### src/design/sfw_pkg.sv
// Package: shared constants, register indexes and pipeline tag type for the falloff weight block.
package sfw_pkg;

    localparam int COORD_BITS_DEF       = 20;
    localparam int WEIGHT_FRAC_BITS_DEF = 16;

    localparam int INV_FRAC_BITS   = 40;
    localparam int SQR_RADIUS_BITS = 42;
    localparam int INV_BITS        = 57;
    localparam int CFG_INDEX_BITS  = 8;
    localparam int CFG_DATA_BITS   = INV_BITS;

    // split points for the wide d2 * inv product
    localparam int A_LO_BITS = SQR_RADIUS_BITS / 2;
    localparam int B_LO_BITS = (INV_BITS + 1) / 2;
    localparam int PROD_BITS = SQR_RADIUS_BITS + INV_BITS;

    typedef enum logic [CFG_INDEX_BITS-1:0] {
        REG_SQR_RADIUS     = 8'd0,
        REG_INV_SQR_RADIUS = 8'd1
    } sfw_reg_t;

    typedef struct packed {
        logic valid;
        logic in_rad;
    } sfw_tag_t;

endpackage

### src/design/sfw_isqrt_pipe.sv
// Pipelined floor square root, one result bit per stage, with a sideband tag.
module sfw_isqrt_pipe
    import sfw_pkg::*;
#(
    parameter int WEIGHT_FRAC_BITS = WEIGHT_FRAC_BITS_DEF
) (
    input  logic                        aclk,
    input  logic                        aresetn,
    input  logic                        en,
    input  logic [WEIGHT_FRAC_BITS:0]   rad_in,
    input  sfw_tag_t                    tag_in,
    output logic [WEIGHT_FRAC_BITS:0]   root_out,
    output sfw_tag_t                    tag_out
);

    localparam int W  = WEIGHT_FRAC_BITS;
    localparam int N  = W + 1;
    localparam int VW = 2 * W + 2;

    logic [VW-1:0] v_pipe   [0:N];
    logic [VW-1:0] res_pipe [0:N];
    sfw_tag_t      tag_pipe [0:N];

    assign v_pipe[0]   = VW'(rad_in) << W;
    assign res_pipe[0] = '0;
    assign tag_pipe[0] = tag_in;

    for (genvar i = 0; i < N; i++) begin : g_stage
        localparam logic [VW-1:0] BIT = VW'(1) << (2 * (W - i));

        logic [VW-1:0] trial;
        logic [VW-1:0] v_next;
        logic [VW-1:0] res_next;
        logic [VW-1:0] v_reg;
        logic [VW-1:0] res_reg;
        sfw_tag_t      tag_reg;

        always_comb begin
            trial = res_pipe[i] + BIT;
            if (v_pipe[i] >= trial) begin
                v_next   = v_pipe[i] - trial;
                res_next = (res_pipe[i] >> 1) + BIT;
            end else begin
                v_next   = v_pipe[i];
                res_next = res_pipe[i] >> 1;
            end
        end

        always_ff @(posedge aclk) begin
            if (!aresetn) begin
                tag_reg <= '0;
            end else if (en) begin
                tag_reg <= tag_pipe[i];
            end
        end

        always_ff @(posedge aclk) begin
            if (en) begin
                v_reg   <= v_next;
                res_reg <= res_next;
            end
        end

        assign v_pipe[i+1]   = v_reg;
        assign res_pipe[i+1] = res_reg;
        assign tag_pipe[i+1] = tag_reg;
    end

    assign root_out = res_pipe[N][W:0];
    assign tag_out  = tag_pipe[N];

endmodule

### config.mk
export PLATFORM = sky130hd
export DESIGN_NAME = sfw_isqrt_pipe
export DESIGN_NICKNAME = d
export VERILOG_FILES = /design/src/design/sfw_pkg.sv /design/src/design/sfw_isqrt_pipe.sv
export SDC_FILE = /design/constraint.sdc
export NUM_CORES = 1
export LEC_CHECK = 0
export ABC_AREA = 1
export BUFFER_PORTS_ARGS = -buffer_cell sky130_fd_sc_hd__buf_2
export CORE_MARGIN = 5
export CORE_UTILIZATION = 63
export CTS_BUF_LIST = sky130_fd_sc_hd__clkbuf_8
export DETAILED_ROUTE_END_ITERATION = 8
export GPL_ROUTABILITY_DRIVEN = 0
export GPL_TIMING_DRIVEN = 0
export PLACE_DENSITY = 0.8
export SETUP_SLACK_MARGIN = 0.05
export SYNTH_ARGS = -nofsm -noshare
export SYNTH_HDL_FRONTEND = slang
export SYNTH_SLANG_ARGS = --single-unit
### constraint.sdc
create_clock -name aclk -period 3.6 [get_ports aclk]
set_input_delay 0.72 -clock aclk [delete_from_list [all_inputs] [get_ports aclk]]
set_output_delay 0.72 -clock aclk [all_outputs]
set_load 0.02 [all_outputs]
==> key figures <==
Global routing
  – Global route overflow: 0
  – Total GRT Usage: 0.242
  – Largest net degree at the start of global routing: roughly 130
  – Global-route wire length before repair: 105000 µm
  – Vias in the first global route: 21800
  – Initial antenna violation count: 0

CTS
  – CTS buffer count: 86
  – Post-CTS sizing: 0
  – Clock Path Buffers: 3
  – CTS Hold Bufs: 0
  – Clk pin slew, worst setup/hold paths: 0.06 ns
  – Clock sinks: 524
  – CTS tree: built
  – H-tree level count: 3
  – Worst skew pair latency: 0.70 ns
  – Post-CTS Setup Inserts: 0
  – Clk Tree Root Cell: clkbuf_8

Route
  – DRT iter0 DRCs: between 1500 and 2000
  – # DRC: 0
  – Via count: 23400
  – Final WL: 64400 µm
  – Vias per cell: 5.42
  – Average wire per standard cell: 14.9 µm
  – Routed Antenna Nets: 0
  – TritonRoute pass-1 iters: 7

Critical path
  – Slowest stage cell, crit path: fa_1
  – Setup crit start: g_stage[9].res_reg[14]
  – R2R setup slack: 0.80 ns
  – Crit Path Category: reg -> reg
  – Worst-path maximum fanout: 10
  – RR Startpoint: g_stage[9].res_reg[14]
  – CP Cell Sequence: inv_1, ha_1, inv_1, fa_1, o21ai_2, nand3_1, nand4_2, inv_2, buf_2, nand2_1, o21ai_0
  – CP required: 3.99 ns
  – Reg-to-reg endpoint: g_stage[10].v_reg[15]
  – Most common cell on crit path: inv_1
  – CP endpoint: g_stage[10].v_reg[15]
  – Critical Path End Type: flop
  – Crit-path max cell delay: 0.50 ns
  – R2r worst-path depth: 11
  – Worst EP arrival: 3.20 ns
  – Crit path launch type: flop

Synth
  – Post-synth EDFFs: slightly below 500
  – Synth cell count leaders: nand2_1 (1007), inv_1 (539), edfxtp_1 (490), nor2_1 (366), nand3_1 (205)
  – Post-Synth Simple-Gate Area: 0.247
  – Seq/Total Area, Yosys: 0.513
  – Most common cell in the netlist: nand2_1
  – Mux contribution to synthesized area: 0
  – Mean post-synth cell area: roughly 8.6 µm²
  – Synth Cell Area: ~30000 µm²
  – Synth Area in Compound Gates: 0.0638
  – Post-synthesis adder-cell area fraction: 0.0677
  – Register bit total from synthesis: 524
  – Post-synthesis xor/xnor area fraction: 0.0327
  – Post-synthesis instance total: approximately 3500
  – Largest family of logic cells by synthesized area: simple AND/OR/NAND/NOR gates
  – Ys async rst share: 0
  – Largest area contributor in the netlist: edfxtp_1
  – Ranking of synthesized cells by area: edfxtp_1 (49%), nand2_1 (13%), inv_1 (6.7%)
  – Synth cell types: 50
  – Share of the synthesized area in the top cell type: 0.491
  – Post-synth top flop: edfxtp_1
  – YS warnings: 0

Layout
  – Largest register FFs: 337
  – Area Growth Syn to Fin: 9.17%
  – Layout cells sized above 1: 0.0637
  – Fillers: 3641
  – Nets: ~3800
  – Diode count: 0

Place
  – Worst slack at placement: 0.708 ns
  – Port buffer count: 39
  – Post-DP HPWL: 48100 µm

Flow run
  – MaxCap Viol Count: 0

Floorplanning
  – Io pins: ~40
  – Die W: approximately 230 µm
  – Core Region: 47400 µm²
  – Die ar.: 52100 µm²
  – # rows: 80
  – Die H: 228 µm
  – Initial Util: 0.632

Power
  – Power per cell area: 534 nW/µm²
  – Final Total Pwr: 0.0175 W
  – P_leak: 14.8 nW
  – Peak supply drop: between 400 and 500 µV

STA
  – Pins Over Slew Limit: 0
  – Final hold viol count: 0
  – Tmin final: 2.80 ns
  – # setup viols final: 0
  – Relative slew slack: 0.451
  – FMAX: 357 MHz
  – Period Utilization, post-route: 0.779
  – Setup WS post-layout: 0.796 ns
  – Worst Max-Slew Pin Slew: just over 0.8 ns
  – Clk_skew: 0.0291 ns
  – RSZ-0062 raised after global routing: false

Run status
  – Outcome: complete, no violations

Hold path
  – Hold Path Class: in -> reg
through the flow:
step           utilization  std cells  hold slack, ns  area, µm²  setup TNS (ns)
6_report             0.690       4318           0.192      32700               0
5_1_grt              0.690       4318           0.157      32700               0
4_1_cts              0.690       4318           0.139      32700               0
3_5_place_dp         0.655       4161           0.432      31100               0
3_3_place_gp         0.653       4158           0.420      31000        -2815.25
2_1_floorplan            -       3504           0.417      30000               0
cells in the final DEF (no fill, tap or decap), drive strengths merged, types with 8 or more instances in the layout:
| cell type | count |
|---|---|
| xnor2 | 64 |
| xor2 | 48 |
| edfxtp | 490 |
| nor2 | 371 |
| nand3b | 30 |
| nor3 | 48 |
| clkinv | 30 |
| or2 | 8 |
| ha | 151 |
| o21bai | 9 |
| inv | 583 |
| buf | 68 |
| o21ai | 167 |
| clkbuf | 97 |
| nand4 | 56 |
| dfxtp | 34 |
| nor4 | 14 |
| nand3 | 207 |
| nand2 | 1020 |
| a21oi | 164 |
layer usage:
metal / GRT usage / share of wire
met5: 0 / 0
met4: 0.0858 / 0.027
met3: 0.0339 / 0.065
met2: 0.419 / 0.49
met1: 0.315 / 0.42
how the worst min path moves through the flow:
stage / startpoint / to / slack, ns / cells after the start
after global routing: rad_in[8] / g_stage[0].v_reg[24] / 0.16 / 1
after detailed placement: g_stage[8].res_reg[16] / g_stage[9].res_reg[15] / 0.43 / 0
after CTS: rad_in[2] / g_stage[0].v_reg[18] / 0.14 / 1
after floorplan: g_stage[5].v_reg[16] / g_stage[6].v_reg[16] / 0.42 / 0
final: rad_in[5] / g_stage[0].v_reg[21] / 0.19 / 1
after global placement: g_stage[2].v_reg[19] / g_stage[3].v_reg[19] / 0.42 / 0
critical path, delay by kind of cell (launching register included):
family                   cells  cell delay [ns]
flip-flops                   1             0.43
AND/OR/NAND/NOR              3             0.56
AO/OA/AOI/OAI                2             0.41
buffers and inverters        4             0.39
adder cells (fa/ha/maj)      2             0.71
layout make-up:
cell class	instances	area (µm²)	share of cell area
repair buffers	42	288	0.00879
well taps	615	769	0.0235
inverters	550	2070	0.0631
flip-flops and latches	524	15400	0.470
clock buffers	87	1200	0.0366
multi-input cells	2394	12300	0.377
clock inverters	70	492	0.0150
plain buffers	36	205	0.00627
cell families after synthesis:
family,count (synthesis)
AO/OA/AOI/OAI,358
XOR/XNOR,112
adder cells (fa/ha/maj),158
buffers and inverters,586
flip-flops,524
other,1
AND/OR/NAND/NOR,1764
where the power goes:
group,total (W),internal [W],switching [W]
sequential,0.00821,0.00765,0.000563
combinational,0.00414,0.00144,0.00269
clock,0.00514,0.00272,0.00242
total,0.0175,0.0118,0.00568
Power figures use the tool's default switching activity.
